**src/adjacency_matrix_graph_store_core_defines.svh**
```systemverilog
// assertion macros for the adjacency matrix graph store core
`ifndef ADJACENCY_MATRIX_GRAPH_STORE_CORE_DEFINES_SVH
`define ADJACENCY_MATRIX_GRAPH_STORE_CORE_DEFINES_SVH

// same-cycle implication
`define AMG_ASSERT_SAME(label, ck, rs, ante, cons) \
  label: assert property (@(posedge ck) disable iff (rs) (ante) |-> (cons)) \
    else $error("adjacency matrix core: same-cycle check failed");

// next-cycle implication
`define AMG_ASSERT_NEXT(label, ck, rs, ante, cons) \
  label: assert property (@(posedge ck) disable iff (rs) (ante) |=> (cons)) \
    else $error("adjacency matrix core: next-cycle check failed");

`endif

```
**src/amg_pkg.sv**
```systemverilog
// shared types, codes and constants of the adjacency matrix graph store
package amg_pkg;

  localparam int CMD_W       = 3;
  localparam int VERT_W      = 4;
  localparam int IN_WEIGHT_W = 16;
  localparam int CNT_W       = 5;
  localparam int LIMIT_W     = 5;
  localparam int APB_AW      = 3;
  localparam int APB_DW      = 32;

  // vertices reachable through a vertex field
  localparam int CNT_MAX = 1 << VERT_W;

  localparam int DEF_MAX_VERTICES = 16;
  localparam int DEF_WEIGHT_BITS  = 16;

  localparam logic [LIMIT_W-1:0] DEF_VERTEX_LIMIT = LIMIT_W'(16);

  localparam logic [CMD_W-1:0] CMD_ADD_VERTEX   = 3'd0;
  localparam logic [CMD_W-1:0] CMD_ADD_EDGE     = 3'd1;
  localparam logic [CMD_W-1:0] CMD_ADD_WEIGHTED = 3'd2;
  localparam logic [CMD_W-1:0] CMD_REMOVE_EDGE  = 3'd3;
  localparam logic [CMD_W-1:0] CMD_REMOVE_VERT  = 3'd4;
  localparam logic [CMD_W-1:0] CMD_CHECK_VERT   = 3'd5;

  localparam logic REG_DIRECTED     = 1'b0;
  localparam logic REG_VERTEX_LIMIT = 1'b1;

  typedef enum logic [3:0] {
    ST_CLEAR,
    ST_IDLE,
    ST_DECODE,
    ST_EDGE_CHK,
    ST_MIRROR,
    ST_WIPE_ROW,
    ST_WIPE_COL,
    ST_SCAN,
    ST_SCAN_TAIL,
    ST_DONE
  } state_t;

  // which matrix slot a write goes to
  typedef enum logic [2:0] {
    WA_AB,
    WA_BA,
    WA_AI,
    WA_IA,
    WA_CLR
  } wsel_t;

  typedef struct packed {
    logic  latch;
    logic  rd_scan;
    logic  wr_en;
    wsel_t wr_sel;
    logic  wr_zero;
    logic  idx_clr;
    logic  idx_inc;
    logic  clr_inc;
    logic  pres_set;
    logic  pres_clr;
    logic  ok_set;
    logic  out_load;
  } ctrl_t;

  typedef struct packed {
    logic [CMD_W-1:0] cmd;
    logic             a_ok;
    logic             ab_ok;
    logic             pres_a;
    logic             pres_b;
    logic             undir;
    logic             idx_last;
    logic             slot_one;
    logic             slot_zero;
    logic             clr_last;
    logic             out_busy;
  } stat_t;

endpackage

```
**src/amg_ctrl.sv**
```systemverilog
// command sequencer of the graph store
module amg_ctrl import amg_pkg::*; (
  input  logic  clk,
  input  logic  rst,
  input  logic  cmd_valid,
  output logic  cmd_ready,
  input  stat_t stat,
  output ctrl_t ctrl
);

  state_t state, state_next;

  always_ff @(posedge clk) begin
    if (rst) begin
      state <= ST_CLEAR;
    end else begin
      state <= state_next;
    end
  end

  always_comb begin
    ctrl        = '0;
    ctrl.wr_sel = WA_AB;
    cmd_ready   = 1'b0;
    state_next  = state;
    unique case (state)
      ST_CLEAR: begin
        ctrl.wr_en   = 1'b1;
        ctrl.wr_sel  = WA_CLR;
        ctrl.wr_zero = 1'b1;
        ctrl.clr_inc = 1'b1;
        if (stat.clr_last) begin
          state_next = ST_IDLE;
        end
      end
      ST_IDLE: begin
        cmd_ready = 1'b1;
        if (cmd_valid) begin
          ctrl.latch = 1'b1;
          state_next = ST_DECODE;
        end
      end
      ST_DECODE: begin
        state_next = ST_DONE;
        unique case (stat.cmd)
          CMD_ADD_VERTEX: begin
            if (stat.a_ok && !stat.pres_a) begin
              ctrl.pres_set = 1'b1;
              ctrl.ok_set   = 1'b1;
            end
          end
          CMD_ADD_EDGE: begin
            // slot (a,b) is read here, checked next cycle
            if (stat.ab_ok && stat.pres_a && stat.pres_b) begin
              state_next = ST_EDGE_CHK;
            end
          end
          CMD_ADD_WEIGHTED: begin
            if (stat.ab_ok) begin
              state_next = ST_EDGE_CHK;
            end
          end
          CMD_REMOVE_EDGE: begin
            if (stat.ab_ok) begin
              ctrl.wr_en  = 1'b1;
              ctrl.wr_sel = WA_AB;
              ctrl.ok_set = 1'b1;
              if (stat.undir) begin
                state_next = ST_MIRROR;
              end
            end
          end
          CMD_REMOVE_VERT: begin
            if (stat.a_ok && stat.pres_a) begin
              ctrl.idx_clr = 1'b1;
              state_next   = ST_WIPE_ROW;
            end
          end
          CMD_CHECK_VERT: begin
            if (stat.a_ok && stat.pres_a) begin
              ctrl.idx_clr = 1'b1;
              state_next   = ST_SCAN;
            end
          end
          default: begin
            state_next = ST_DONE;
          end
        endcase
      end
      ST_EDGE_CHK: begin
        state_next = ST_DONE;
        if ((stat.cmd == CMD_ADD_EDGE) ? !stat.slot_one : stat.slot_zero) begin
          ctrl.wr_en  = 1'b1;
          ctrl.wr_sel = WA_AB;
          ctrl.ok_set = 1'b1;
          if (stat.undir) begin
            state_next = ST_MIRROR;
          end
        end
      end
      ST_MIRROR: begin
        ctrl.wr_en  = 1'b1;
        ctrl.wr_sel = WA_BA;
        state_next  = ST_DONE;
      end
      ST_WIPE_ROW: begin
        ctrl.wr_en   = 1'b1;
        ctrl.wr_sel  = WA_AI;
        ctrl.wr_zero = 1'b1;
        if (stat.undir) begin
          state_next = ST_WIPE_COL;
        end else if (stat.idx_last) begin
          ctrl.pres_clr = 1'b1;
          ctrl.ok_set   = 1'b1;
          state_next    = ST_DONE;
        end else begin
          ctrl.idx_inc = 1'b1;
        end
      end
      ST_WIPE_COL: begin
        ctrl.wr_en   = 1'b1;
        ctrl.wr_sel  = WA_IA;
        ctrl.wr_zero = 1'b1;
        if (stat.idx_last) begin
          ctrl.pres_clr = 1'b1;
          ctrl.ok_set   = 1'b1;
          state_next    = ST_DONE;
        end else begin
          ctrl.idx_inc = 1'b1;
          state_next   = ST_WIPE_ROW;
        end
      end
      ST_SCAN: begin
        // one row word read per cycle, compared in the next cycle
        ctrl.rd_scan = 1'b1;
        if (stat.idx_last) begin
          state_next = ST_SCAN_TAIL;
        end else begin
          ctrl.idx_inc = 1'b1;
        end
      end
      ST_SCAN_TAIL: begin
        state_next = ST_DONE;
      end
      ST_DONE: begin
        if (!stat.out_busy) begin
          ctrl.out_load = 1'b1;
          state_next    = ST_IDLE;
        end
      end
      default: begin
        state_next = ST_IDLE;
      end
    endcase
  end

endmodule

```
**config.mk**
```make
export PLATFORM = sky130hd
export DESIGN_NAME = amg_ctrl
export DESIGN_NICKNAME = d
export VERILOG_FILES = /design/src/adjacency_matrix_graph_store_core_defines.svh /design/src/amg_pkg.sv /design/src/amg_ctrl.sv
export SDC_FILE = /design/constraint.sdc
export NUM_CORES = 1
export LEC_CHECK = 0
export CORE_MARGIN = 1.5
export CORE_UTILIZATION = 40
export DETAILED_ROUTE_END_ITERATION = 10
export DONT_BUFFER_PORTS = 1
export PLACE_DENSITY = 0.64
export REMOVE_ABC_BUFFERS = 1
export SLEW_MARGIN = 10
export SYNTH_ARGS = -nofsm -noshare
export SYNTH_HDL_FRONTEND = slang
export SYNTH_SLANG_ARGS = --single-unit
```
**constraint.sdc**
```tcl
create_clock -name clk -period 1.85 [get_ports clk]
set_clock_uncertainty 0.05 [all_clocks]
set_input_delay 0.185 -clock clk [delete_from_list [all_inputs] [get_ports clk]]
set_output_delay 0.185 -clock clk [all_outputs]
set_load 0.05 [all_outputs]
```
==> summary.txt, run 1 <==
CTS
  • Worst-Skew Late Latency: 0.24 ns
  • Cell at the root of the clock tree: sky130_fd_sc_hd__clkbuf_4
  • # Post-CTS Setup Buffers: 0
  • Num CTS Buffers: 3
  • Clk sink count: 4
  • Clock Tree Buf Depth: 2
  • Clock slew at the register clock pins of the worst setup and hold paths: 0.04 ns
  • CTS tree: done
  • # H-tree levels: 1

Pwr
  • Total design power: around 0.38 mW
  • Sequential cell fraction of total power: 25.2%
  • Net switching power: approximately 0.16 mW
  • Internal cell power: 0.2277 mW
  • Switching portion of total power: 40.54%
  • Maximum resistive drop on vdd: 217.1 uV
  • Leak Pwr: 0.3545 nW
  • Power density relative to cell area: 416.9 nW/um^2
  • Proportion of power drawn by the clock network: 30.4%
  • Comb power frac: 44.4%

Logic synthesis
  • Synthesized area divided by synthesized cell count: 6.617 um^2
  • Netlist cell types: 35
  • Number of register bits inferred by synthesis: 4
  • Top cell type's share of synthesized area: 12.48%
  • Proportion of synthesized chip area in sequential cells: 12.48%
  • Largest area contributor in the netlist: sky130_fd_sc_hd__dfxtp_1
  • Gate count of the mapped netlist: 97
  • Synth warnings: 0
  • Combined area of all synthesized cells: about 640 um^2
  • Largest cells by area after synthesis: sky130_fd_sc_hd__dfxtp_1, sky130_fd_sc_hd__nand2b_1, sky130_fd_sc_hd__nor2_1

Floorplanning
  • Total die area: 1854 um^2
  • Initial standard-cell utilization of the core: 42.61%
  • Row Count: 14
  • Chip width: 43.06 um
  • Die Y: 43.06 um
  • Number of top-level design ports: 31
  • Core region area: 1506 um^2

Global routing
  • Total gr overflow: 0
  • Number of global-route vias before repair: a little under 800
  • First-pass GRT wire length: 3.146 mm
  • Pin count of the biggest net entering global routing: 12
  • Overall fraction of global-route tracks in use: 22.20%
  • Number of antenna violations at the first check in global routing: 0

STA
  • Final Slew Violations: 0
  • Transition time of the tightest slew-check pin: 0.4177 ns
  • Count of final hold-check violations: 0
  • Normalized max-slew margin: around 72%
  • Setup tns final: 0 ns
  • Setup-failing EPs final: 0
  • Final period utilization: 98.13%
  • Final critical-path required period: 1.815 ns
  • Peak Freq: 550.8 MHz

Critical path
  • Required time of the worst setup path: 1.62 ns
  • Crit-path cells: inv_1 -> mux2_2 -> nor3_2 -> o21bai_1 -> buf_12
  • Critical path's slowest cell: sky130_fd_sc_hd__dfxtp_4
  • Dominant delay contributor by cell family on the critical path: flip-flops
  • Type of the worst setup path: flip-flop to output port
  • Peak per-stage delay on the critical path: 0.36 ns
  • Kind of capture point of the worst setup path: output port
  • Buffering stage count on the worst path with inverters included: 2
  • Arrival time of data at the critical path endpoint: 1.58 ns
  • Element type at the critical path start: flip-flop
  • Highest net fanout along the worst path: 8

Routing
  • DRC Markers: 0
  • Number of DRC markers after the initial detailed-route iteration: 32
  • Metal1 wirelength: between 700 and 800 um
  • Final routed wire length divided by cell count: ~15 um
  • Antenna Violating Nets Remaining: 0
  • Vias: 839
  • DR vias/cell: 6.308
  • Amount of wire on met2 after detailed routing: 1.050 mm
  • Detailed-router iteration count before antenna repair: 5
  • Highest routed metal layer: met4
  • Routed wire length on met3: 159 um
  • Total routed wirelength: between 2 and 2.5 mm

Final layout
  • Final net count: 135
  • Number of antenna diodes: 0
  • Relative area change from synthesis to final layout: 43.08%
  • Fillers: 141
  • Layout cell share with drive strength beyond 1: between 30 and 40%
  • Register ranked first by flip-flop count: state
  • Flip-flop count of the largest register, all copies and words added: 4
  • Share of the core filled with cells: 60.96%
  • Registers with the most flip-flops: state: 4 flops

Place
  • I/O Buffers: 0
  • Total half-perimeter wirelength after legalization and detailed placement: 1.577 mm
  • Placer Congestion: 0.8903

Job
  • Number of maximum-capacitance violations: 0

Min path
  • Kind of path behind the tightest hold check: input port to flip-flop

Outcome
  • Run status: complete, no violations
-- power groups by stage --
stage	clock (mW)	sequential (mW)	combinational, mW
finish	0.116	0.0964	0.170
global route	0.124	0.0968	0.180
CTS	0.119	0.0961	0.166
detailed placement	0	0.0968	0.162
global placement	0	0.0970	0.161
floorplan	0	0.0999	0.107
-- synthesized netlist by cell type --
cell type	number
sky130_fd_sc_hd__or3_1	1
sky130_fd_sc_hd__nand2b_1	8
sky130_fd_sc_hd__mux2i_1	2
sky130_fd_sc_hd__o21a_1	2
sky130_fd_sc_hd__buf_1	1
sky130_fd_sc_hd__o21ai_0	4
sky130_fd_sc_hd__and4b_1	1
sky130_fd_sc_hd__a311oi_1	2
sky130_fd_sc_hd__clkbuf_2	1
sky130_fd_sc_hd__a311oi_2	1
sky130_fd_sc_hd__nand4b_1	2
sky130_fd_sc_hd__a211oi_1	1
sky130_fd_sc_hd__dfxtp_1	4
sky130_fd_sc_hd__a21oi_1	7
sky130_fd_sc_hd__o211ai_1	1
sky130_fd_sc_hd__nand3_1	2
sky130_fd_sc_hd__o32ai_1	2
sky130_fd_sc_hd__xnor2_1	1
sky130_fd_sc_hd__nor2_1	12
sky130_fd_sc_hd__buf_2	4
sky130_fd_sc_hd__or2_2	1
sky130_fd_sc_hd__mux2_2	1
sky130_fd_sc_hd__and2_1	1
sky130_fd_sc_hd__clkbuf_1	1
sky130_fd_sc_hd__o21bai_1	2
sky130_fd_sc_hd__inv_1	8
sky130_fd_sc_hd__nor3b_2	2
sky130_fd_sc_hd__nor3b_1	1
sky130_fd_sc_hd__nor2b_1	1
sky130_fd_sc_hd__or4b_1	2
sky130_fd_sc_hd__a32oi_1	1
sky130_fd_sc_hd__nor3_1	7
sky130_fd_sc_hd__a31oi_1	2
sky130_fd_sc_hd__nand2_1	6
sky130_fd_sc_hd__a221o_1	2
-- placed cells by master (no fill, tap or decap), drive strengths merged, types with 2 or more instances in the layout --
cell type and n:
a21oi 7, nand2b 8, or4b 2, nor3 7, nand2 6, nand3 2
nor3b 3, o21ai 4, o21bai 2, a221o 2, inv 8, nand4b 2
clkbuf 3, a311oi 3, nor2 12, mux2i 2, a31oi 2, buf 23
dfxtp 4, o21a 2, o32ai 2
-- stage by stage --
stage | instance area [um^2] | setup WS, ns | hold slack [ns] | instances
6_report | 918.4 | 0.03461 | 0.08518 | 133
5_1_grt | 918.4 | -0.04723 | 0.1059 | 133
4_1_cts | 887.1 | 0.02884 | 0.08120 | 133
3_5_place_dp | 849.6 | 0.1362 | 0.2084 | 129
3_3_place_gp | 849.6 | 0.1524 | 0.2058 | 129
2_1_floorplan | 609.3 | -0.9425 | 0.2029 | 90
-- what timing repair did --
action	in CTS	in global routing
setup endpoints to repair	2	2
endpoints found under the hold margin	4	0
hold buffers	1	0
resized for setup	4	6
pin swaps	0	1
-- area by class of cell --
class	count	area, um^2	share of cell area [%]
clock buffer	3	22.52	2.452
inverter	8	30.03	3.270
multi-input combinational	78	538.0	58.58
sequential	4	87.58	9.537
tap	16	20.02	2.180
timing repair buffer	24	220.2	23.98
-- metal layers --
layer	GRT usage, %	up-vias
met5	0	-
met4	6.061	0
met3	5.957	6
met2	40.61	51
met1	24.94	388
li1	-	394
-- cell families (layout without fill, tap and decap cells) --
| group | after synthesis | in the layout | share of synthesized area (%) |
|---|---|---|---|
| buffers and inverters | 15 | 35 | 9.745 |
| and+or+nand+nor | 47 | 47 | 41.72 |
| xor gates and xnor gates | 1 | 1 | 1.365 |
| muxes | 3 | 3 | 4.873 |
| AOI/OAI and AO/OA | 27 | 27 | 29.82 |
| DFF | 4 | 4 | 12.48 |
-- worst paths after layout --
check        depth (start not counted)  slack (ns)             startpoint               endpoint
max                                  5        0.03  state[0]$_SDFFE_PP0P_               ctrl[11]
min                                  2        0.09                    rst  state[1]$_SDFFE_PP0P_
max reg2reg                          5        0.19  state[1]$_SDFFE_PP0P_  state[3]$_SDFFE_PP0P_
min reg2reg                          3        0.59  state[3]$_SDFFE_PP0P_  state[2]$_SDFFE_PP0P_
No activity file was read; power rests on OpenSTA's default activity.
==> inputs of run 2 (changes only) <==
--- a/config.mk
+++ b/config.mk
@@ -6,4 +6,5 @@
 export NUM_CORES = 1
 export LEC_CHECK = 0
+export ABC_AREA = 1
 export CORE_MARGIN = 1.5
 export CORE_UTILIZATION = 40
==> constraint.sdc (replaced) <==
create_clock -name clk -period 1.85 [get_ports clk]
set_clock_uncertainty 0.05 [all_clocks]
set_input_delay 0.0925 -clock clk [delete_from_list [all_inputs] [get_ports clk]]
set_output_delay 0.0925 -clock clk [all_outputs]
set_load 0.05 [all_outputs]
==> summary.txt, run 2 <==
Place
  • Total half-perimeter wirelength after legalization and detailed placement: 1.511 mm (was 1.577 mm)
  • I/O Buffers: 0 (unchanged)
  • Placer Congestion: 0.9050 (was 0.8903)
  • Pre-CTS setup slack: 0.3305 ns (was 0.1362 ns)
  • Post-placement cell count: 158 (was 129)

STA
  • Peak Freq: 584.0 MHz (was 550.8 MHz)
  • Setup-failing EPs final: 0 (unchanged)
  • Count of final hold-check violations: 0 (unchanged)
  • Unrepaired setup endpoints after global routing: no
  • Final critical-path required period: 1.712 ns (was 1.815 ns)
  • Fin worst setup slack: 0.1377 ns (was 0.03461 ns)
  • Final period utilization: 92.56% (was 98.13%)
  • Transition time of the tightest slew-check pin: 0.4208 ns (was 0.4177 ns)
  • Normalized max-slew margin: 71.91% (was 72.12%)
  • Final Slew Violations: 0 (unchanged)

CTS
  • Worst-Skew Late Latency: 0.23 ns (was 0.24 ns)
  • Clock slew at the register clock pins of the worst setup and hold paths: 0.03 ns (was 0.04 ns)
  • # Post-CTS Setup Buffers: 0 (unchanged)
  • CTS tree: done (unchanged)
  • Clock Tree Buf Depth: 2 (unchanged)
  • Clk sink count: 4 (unchanged)
  • Num CTS Buffers: 3 (unchanged)
  • # H-tree levels: 1 (unchanged)
  • Cell at the root of the clock tree: sky130_fd_sc_hd__clkbuf_4 (unchanged)

Routing
  • Final routed wire length divided by cell count: 10.78 um (was 15.26 um)
  • Vias: 844 (was 839)
  • Antenna Violating Nets Remaining: 0 (unchanged)
  • DRC Markers: 3 (was 0)
  • DR vias/cell: 5.210 (was 6.308)
  • Detailed-router iteration count before antenna repair: 7 (was 5)
  • Total routed wirelength: 1.747 mm (was 2.030 mm)
  • Number of DRC markers after the initial detailed-route iteration: 20 (was 32)

Global routing
  • Overall fraction of global-route tracks in use: 20.33% (was 22.20%)
  • First-pass GRT wire length: 3.098 mm (was 3.146 mm)
  • Number of antenna violations at the first check in global routing: 0 (unchanged)
  • Total gr overflow: 0 (unchanged)
  • Pin count of the biggest net entering global routing: 9 (was 12)
  • Number of global-route vias before repair: 783 (was 774)

Outcome
  • Violations in the final reports: DRC
  • Run status: finished, violations left (was complete, no violations)

Floorplanning
  • Number of top-level design ports: 31 (unchanged)
  • Total die area: 1978 um^2 (was 1854 um^2)
  • Chip width: 44.48 um (was 43.06 um)
  • Die Y: 44.48 um (was 43.06 um)
  • Row Count: 14 (unchanged)
  • Initial standard-cell utilization of the core: 44.14% (was 42.61%)
  • Core region area: 1559 um^2 (was 1506 um^2)

Logic synthesis
  • Most common cell in the synthesized netlist: sky130_fd_sc_hd__nand2_1 (was sky130_fd_sc_hd__nor2_1)
  • Number of enable-type register cells in the synthesized netlist: 0 (unchanged)
  • Synth warnings: 0 (unchanged)
  • Combined area of all synthesized cells: 688.2 um^2 (was 641.9 um^2)
  • Largest area contributor in the netlist: sky130_fd_sc_hd__nand2_1 (was sky130_fd_sc_hd__dfxtp_1)
  • Proportion of synthesized chip area in sequential cells: 11.64% (was 12.48%)
  • Netlist cell types: 21 (was 35)
  • Asr flop ratio synth: 0% (unchanged)
  • Gate count of the mapped netlist: 129 (was 97)
  • Top cell type's share of synthesized area: 18.55% (was 12.48%)
  • Largest cells by area after synthesis: sky130_fd_sc_hd__nand2_1, sky130_fd_sc_hd__inv_1, sky130_fd_sc_hd__dfxtp_1 (was sky130_fd_sc_hd__dfxtp_1, sky130_fd_sc_hd__nand2b_1, sky130_fd_sc_hd__nor2_1)
  • Number of register bits inferred by synthesis: 4 (unchanged)
  • Synthesized area divided by synthesized cell count: 5.335 um^2 (was 6.617 um^2)
  • Top FF cell, synth: sky130_fd_sc_hd__dfxtp_1 (unchanged)
  • Most instantiated cells after synthesis: sky130_fd_sc_hd__nand2_1, sky130_fd_sc_hd__inv_1, sky130_fd_sc_hd__nor2_1 (was sky130_fd_sc_hd__nor2_1, sky130_fd_sc_hd__inv_1, sky130_fd_sc_hd__nand2b_1)

Final layout
  • Registers with the most flip-flops: state: 4 flops (unchanged)
  • Number of antenna diodes: 0 (unchanged)
  • Final net count: 164 (was 135)
  • Most frequent cells in the layout: sky130_fd_sc_hd__nand2_1, sky130_fd_sc_hd__inv_1, sky130_fd_sc_hd__nand3_1, sky130_fd_sc_hd__nor2_1, sky130_fd_sc_hd__buf_4 (was sky130_fd_sc_hd__buf_4, sky130_fd_sc_hd__nor2_1, sky130_fd_sc_hd__inv_1)
  • Layout cell share with drive strength beyond 1: 28.08% (was 35.90%)
  • Final cell count without fillers: 162 (was 133)
  • Most common library cell in the layout ignoring fill and taps: sky130_fd_sc_hd__nand2_1 (was sky130_fd_sc_hd__buf_4)
  • Flip-flop count of the largest register, all copies and words added: 4 (unchanged)
  • Register ranked first by flip-flop count: state (unchanged)
  • Relative area change from synthesis to final layout: 27.09% (was 43.08%)

Critical path
  • Kind of capture point of the worst setup path: output port (unchanged)
  • Arrival time of data at the critical path endpoint: 1.57 ns (was 1.58 ns)
  • Required time of the worst setup path: 1.71 ns (was 1.62 ns)
  • Element type at the critical path start: flip-flop (unchanged)
  • Highest net fanout along the worst path: 5 (was 8)
  • Type of the worst setup path: flip-flop to output port (unchanged)

Min path
  • Kind of path behind the tightest hold check: input port to flip-flop (unchanged)

Pwr
  • Maximum resistive drop on vdd: 485.9 uV (was 217.1 uV)
  • Leak Pwr: 0.5121 nW (was 0.3545 nW)
  • Power density relative to cell area: 701.7 nW/um^2 (was 416.9 nW/um^2)

Job
  • Number of maximum-capacitance violations: 0 (unchanged)
==> run 2: cell count changes after synthesis, moves of 4 or more <==
| cell | previous run | this run |
|---|---|---|
| sky130_fd_sc_hd__inv_2 | 0 | 4 |
| sky130_fd_sc_hd__nand2_1 | 6 | 34 |
| sky130_fd_sc_hd__nand3_1 | 2 | 12 |
| sky130_fd_sc_hd__nand2b_1 | 8 | 0 |
| sky130_fd_sc_hd__nor3_1 | 7 | 2 |
| sky130_fd_sc_hd__nor2_2 | 0 | 4 |
| sky130_fd_sc_hd__inv_1 | 8 | 23 |
| sky130_fd_sc_hd__buf_2 | 4 | 0 |
| sky130_fd_sc_hd__nand2_2 | 0 | 7 |
==> run 2: worst paths after layout <==
kind	start	endpoint	cells past startpoint	slack [ns]
worst max-delay path	state[3]$_SDFFE_PP0P_	ctrl[1]	10	0.14
worst min-delay path	stat[0]	state[3]$_SDFFE_PP0P_	2	0.02
worst max register to register	state[1]$_SDFFE_PP0P_	state[0]$_SDFFE_PP0P_	11	0.45
worst min register to register	state[3]$_SDFFE_PP0P_	state[3]$_SDFFE_PP0P_	4	0.70
==> run 2: critical path, stage by stage (launching register included) <==
cell and delay [ns]:
sky130_fd_sc_hd__dfxtp_1 0.43, sky130_fd_sc_hd__inv_2 0.07, sky130_fd_sc_hd__nand2_4 0.11, sky130_fd_sc_hd__nor2_2 0.06, sky130_fd_sc_hd__nand2_1 0.12, sky130_fd_sc_hd__nand2_1 0.07, sky130_fd_sc_hd__inv_1 0.08, sky130_fd_sc_hd__nor2_2 0.05
sky130_fd_sc_hd__nor2_1 0.09, sky130_fd_sc_hd__nand2_1 0.09, sky130_fd_sc_hd__buf_12 0.16
==> run 2: metrics by stage <==
stage / hold WS (ns) / setup TNS, ns / cell area [um^2] / power [mW] / util, %
final: 0.02420 / 0 / 874.6 / 0.6137 / 56.10
after global placement: 0.1191 / 0 / 833.3 / 0.5023 / 53.45
after floorplan: 0.1116 / -1.398 / 683.2 / 0.3967 / -
after detailed placement: 0.1171 / 0 / 833.3 / 0.5042 / 53.45
after CTS: 0.02025 / 0 / 865.8 / 0.6155 / 55.54
after global routing: 0.02462 / 0 / 874.6 / 0.6509 / 56.10
==> run 2: cell type report <==
| cell class | count | area, um^2 |
|---|---|---|
| flip-flops and latches | 4 | 81.33 |
| clock buffers | 3 | 22.52 |
| repair buffers | 15 | 140.1 |
| multi-input cells | 97 | 509.2 |
| well taps | 16 | 20.02 |
| inverters | 27 | 101.3 |
| fillers | 161 | 684.4 |
==> run 2: report_power, final <==
group | internal, mW | leakage, nW | total (mW) | switching, mW
Clock | 0.0724 | 0.0138 | 0.106 | 0.0335
Sequential | 0.0957 | 0.0332 | 0.111 | 0.0152
Combinational | 0.130 | 0.465 | 0.397 | 0.267
==> run 2: logic make-up (layout without fill, tap and decap cells) <==
kind of cell | Yosys count | in the layout | share of synthesized area, %
buffers and inverters | 28 | 45 | 15.45
DFF | 4 | 4 | 11.64
AOI/OAI and AO/OA | 15 | 15 | 12.36
and+or+nand+nor | 82 | 82 | 60.55
==> run 2: what timing repair did <==
action / CTS / global route
endpoints found under the setup margin: 0 / 2
endpoints found under the hold margin: 3 / 0
hold buffers: 1 / 0
resized for setup: 0 / 4
==> run 2: routing by layer <==
metal | track usage (%) | part of all wire (%) | up-vias
li1 | - | - | 444
met1 | 26.34 | 47 | 364
met2 | 34.20 | 45 | 34
met3 | 2.857 | 7.8 | 2
met4 | 6.667 | 0.46 | 0
met5 | 0 | 0 | -
==> inputs of run 3 (changes only) <==
Clock period 1.85 ns to 1.8 ns, I/O delays scaled along.
==> summary.txt, run 3 (synthesis results as in run 2) <==
Routing
  • Total routed wirelength: 1.747 mm (unchanged)
  • Final routed wire length divided by cell count: 10.78 um (unchanged)
  • DR vias/cell: 5.210 (unchanged)
  • Vias: 844 (unchanged)
  • DRC Markers: 3 (unchanged)
  • Number of DRC markers after the initial detailed-route iteration: 20 (unchanged)
  • Detailed-router iteration count before antenna repair: 7 (unchanged)
  • Antenna Violating Nets Remaining: 0 (unchanged)

CTS
  • Clock slew at the register clock pins of the worst setup and hold paths: 0.04 ns (was 0.03 ns)
  • # H-tree levels: 1 (unchanged)
  • Cell at the root of the clock tree: sky130_fd_sc_hd__clkbuf_4 (unchanged)
  • Num CTS Buffers: 3 (unchanged)
  • CTS tree: done (unchanged)
  • Clock Tree Buf Depth: 2 (unchanged)
  • Clk sink count: 4 (unchanged)
  • Worst-Skew Late Latency: 0.23 ns (about the same)

Final layout
  • Final net count: 164 (unchanged)
  • Post-route cell area: 875.8 um^2 (was 874.6 um^2)
  • Register ranked first by flip-flop count: state (unchanged)
  • Flip-flop count of the largest register, all copies and words added: 4 (unchanged)
  • Fillers: 160 (was 161)
  • Registers with the most flip-flops: state: 4 flops (unchanged)
  • Sequential cell area: 82.58 um^2 (was 81.33 um^2)
  • Multi-input logic area: 509.2 um^2 (unchanged)
  • Number of antenna diodes: 0 (unchanged)
  • Most frequent cells in the layout: sky130_fd_sc_hd__nand2_1, sky130_fd_sc_hd__inv_1, sky130_fd_sc_hd__nand3_1, sky130_fd_sc_hd__nor2_1, sky130_fd_sc_hd__buf_4 (unchanged)
  • Layout cell share with drive strength beyond 1: 28.77% (was 28.08%)
  • Relative area change from synthesis to final layout: 27.27% (was 27.09%)
  • Most common library cell in the layout ignoring fill and taps: sky130_fd_sc_hd__nand2_1 (unchanged)

Critical path
  • Critical path's slowest cell: sky130_fd_sc_hd__dfxtp_2 (was sky130_fd_sc_hd__dfxtp_1)
  • Type of the worst setup path: flip-flop to output port (unchanged)
  • Kind of capture point of the worst setup path: output port (unchanged)
  • Buffering stage count on the worst path with inverters included: 3 (unchanged)
  • Element type at the critical path start: flip-flop (unchanged)
  • Crit-path cells: nor2_4 -> nand3_1 -> inv_2 -> nand2_1 -> o31ai_1 -> inv_1 -> o211ai_1 -> buf_4 (was inv_2 -> nand2_4 -> nor2_2 -> nand2_1 -> nand2_1 -> inv_1 -> nor2_2 -> nor2_1 -> nand2_1 -> buf_12)
  • Required time of the worst setup path: 1.66 ns (was 1.71 ns)
  • Dominant delay contributor by cell family on the critical path: buffers and inverters (was simple AND/OR/NAND/NOR gates)
  • Highest net fanout along the worst path: 5 (unchanged)
  • Arrival time of data at the critical path endpoint: 1.54 ns (was 1.57 ns)
  • Peak per-stage delay on the critical path: 0.35 ns (was 0.43 ns)

STA
  • Transition time of the tightest slew-check pin: 0.4208 ns (unchanged)
  • Final period utilization: 93.58%
  • Normalized max-slew margin: 71.91% (unchanged)
  • Setup-failing EPs final: 0 (unchanged)
  • Final critical-path required period: 1.684 ns
  • Final Slew Violations: 0 (unchanged)
  • Peak Freq: about 600 MHz
  • Unrepaired setup endpoints after global routing: no (unchanged)
  • Final hold slack: 0.01418 ns (was 0.02420 ns)
  • Count of final hold-check violations: 0 (unchanged)

Pwr
  • Net switching power: 0.3246 mW (was 0.3159 mW)
  • Switching portion of total power: 51.44% (was 51.47%)
  • Proportion of power drawn by the clock network: 17.2% (was 17.3%)
  • Leak Pwr: 0.5126 nW (was 0.5121 nW)
  • Internal cell power: 0.3065 mW (was 0.2978 mW)
  • Power density relative to cell area: 720.6 nW/um^2 (was 701.7 nW/um^2)
  • Maximum resistive drop on vdd: 499.4 uV (was 485.9 uV)
  • Comb power frac: 64.6% (was 64.7%)
  • Sequential cell fraction of total power: 18.1% (about the same)

Global routing
  • Total gr overflow: 0 (unchanged)
  • Pin count of the biggest net entering global routing: 9 (unchanged)
  • First-pass GRT wire length: 3.098 mm (unchanged)
  • Number of global-route vias before repair: 783 (unchanged)
  • Overall fraction of global-route tracks in use: 20.33% (unchanged)
  • Number of antenna violations at the first check in global routing: 0 (unchanged)

Place
  • Dpl cell area: 833.3 um^2 (unchanged)
  • Total half-perimeter wirelength after legalization and detailed placement: 1.511 mm (unchanged)
  • I/O Buffers: 0 (unchanged)
  • Placer Congestion: 0.9050 (unchanged)

Floorplanning
  • Initial standard-cell utilization of the core: 44.14% (unchanged)
  • Row Count: 14 (unchanged)
  • Chip width: 44.48 um (unchanged)
  • Core region area: 1559 um^2 (unchanged)
  • Die Y: 44.48 um (unchanged)
  • Number of top-level design ports: 31 (unchanged)
  • Total die area: 1978 um^2 (unchanged)

Min path
  • Kind of path behind the tightest hold check: input port to flip-flop (unchanged)

Outcome
  • Run status: finished, violations left (unchanged)
  • Violations in the final reports: DRC (unchanged)

Job
  • Number of maximum-capacitance violations: 0 (unchanged)
==> run 3: repair_timing <==
item                       in CTS  in global routing
gates resized for setup         0                  5
hold endpoints to repair        3                  0
setup endpoints to repair       0                  2
hold buffers                    1                  0
setup buffers                   0                  0
==> run 3: area by class of cell <==
type | instances | area share [%]
clock buffer | 3 | 2.571
inverter | 27 | 11.57
multi-input combinational | 97 | 58.14
sequential | 4 | 9.429
tap | 16 | 2.286
timing repair buffer | 15 | 16.00
==> run 3: metrics by stage <==
| stage | utilization [%] | TNS [ns] | power, mW | setup slack [ns] | instances |
|---|---|---|---|---|---|
| after floorplan | - | -1.557 | 0.4077 | -0.7354 | 128 |
| after global placement | 53.45 | 0 | 0.5163 | 0.2846 | 158 |
| after detailed placement | 53.45 | 0 | 0.5182 | 0.2830 | 158 |
| after CTS | 55.54 | 0 | 0.6326 | 0.02890 | 162 |
| after global routing | 56.18 | 0 | 0.6694 | 0.01019 | 162 |
| final | 56.18 | 0 | 0.6311 | 0.1155 | 162 |
==> run 3: worst paths after layout <==
| check | from | endpoint | slack (ns) | cells after the start |
|---|---|---|---|---|
| worst max-delay path | state[2]$_SDFFE_PP0P_ | ctrl[11] | 0.12 | 8 |
| worst min-delay path | stat[0] | state[3]$_SDFFE_PP0P_ | 0.01 | 2 |
| worst max register to register | state[1]$_SDFFE_PP0P_ | state[0]$_SDFFE_PP0P_ | 0.40 | 11 |
| worst min register to register | state[3]$_SDFFE_PP0P_ | state[3]$_SDFFE_PP0P_ | 0.65 | 4 |
==> run 3: layer usage <==
metal	share of wire (%)	GRT usage [%]
met5	0	0
met4	0.46	6.667
met3	7.8	2.857
met2	45	34.20
met1	47	26.34
==> run 3: power by group through the flow <==
| stage | Sequential [mW] | Combinational (mW) | Clock (mW) |
|---|---|---|---|
| final | 0.114 | 0.408 | 0.109 |
| after floorplan | 0.112 | 0.295 | 0 |
| after detailed placement | 0.114 | 0.404 | 0 |
| after global placement | 0.114 | 0.403 | 0 |
| after global routing | 0.116 | 0.438 | 0.115 |
| after CTS | 0.113 | 0.408 | 0.112 |
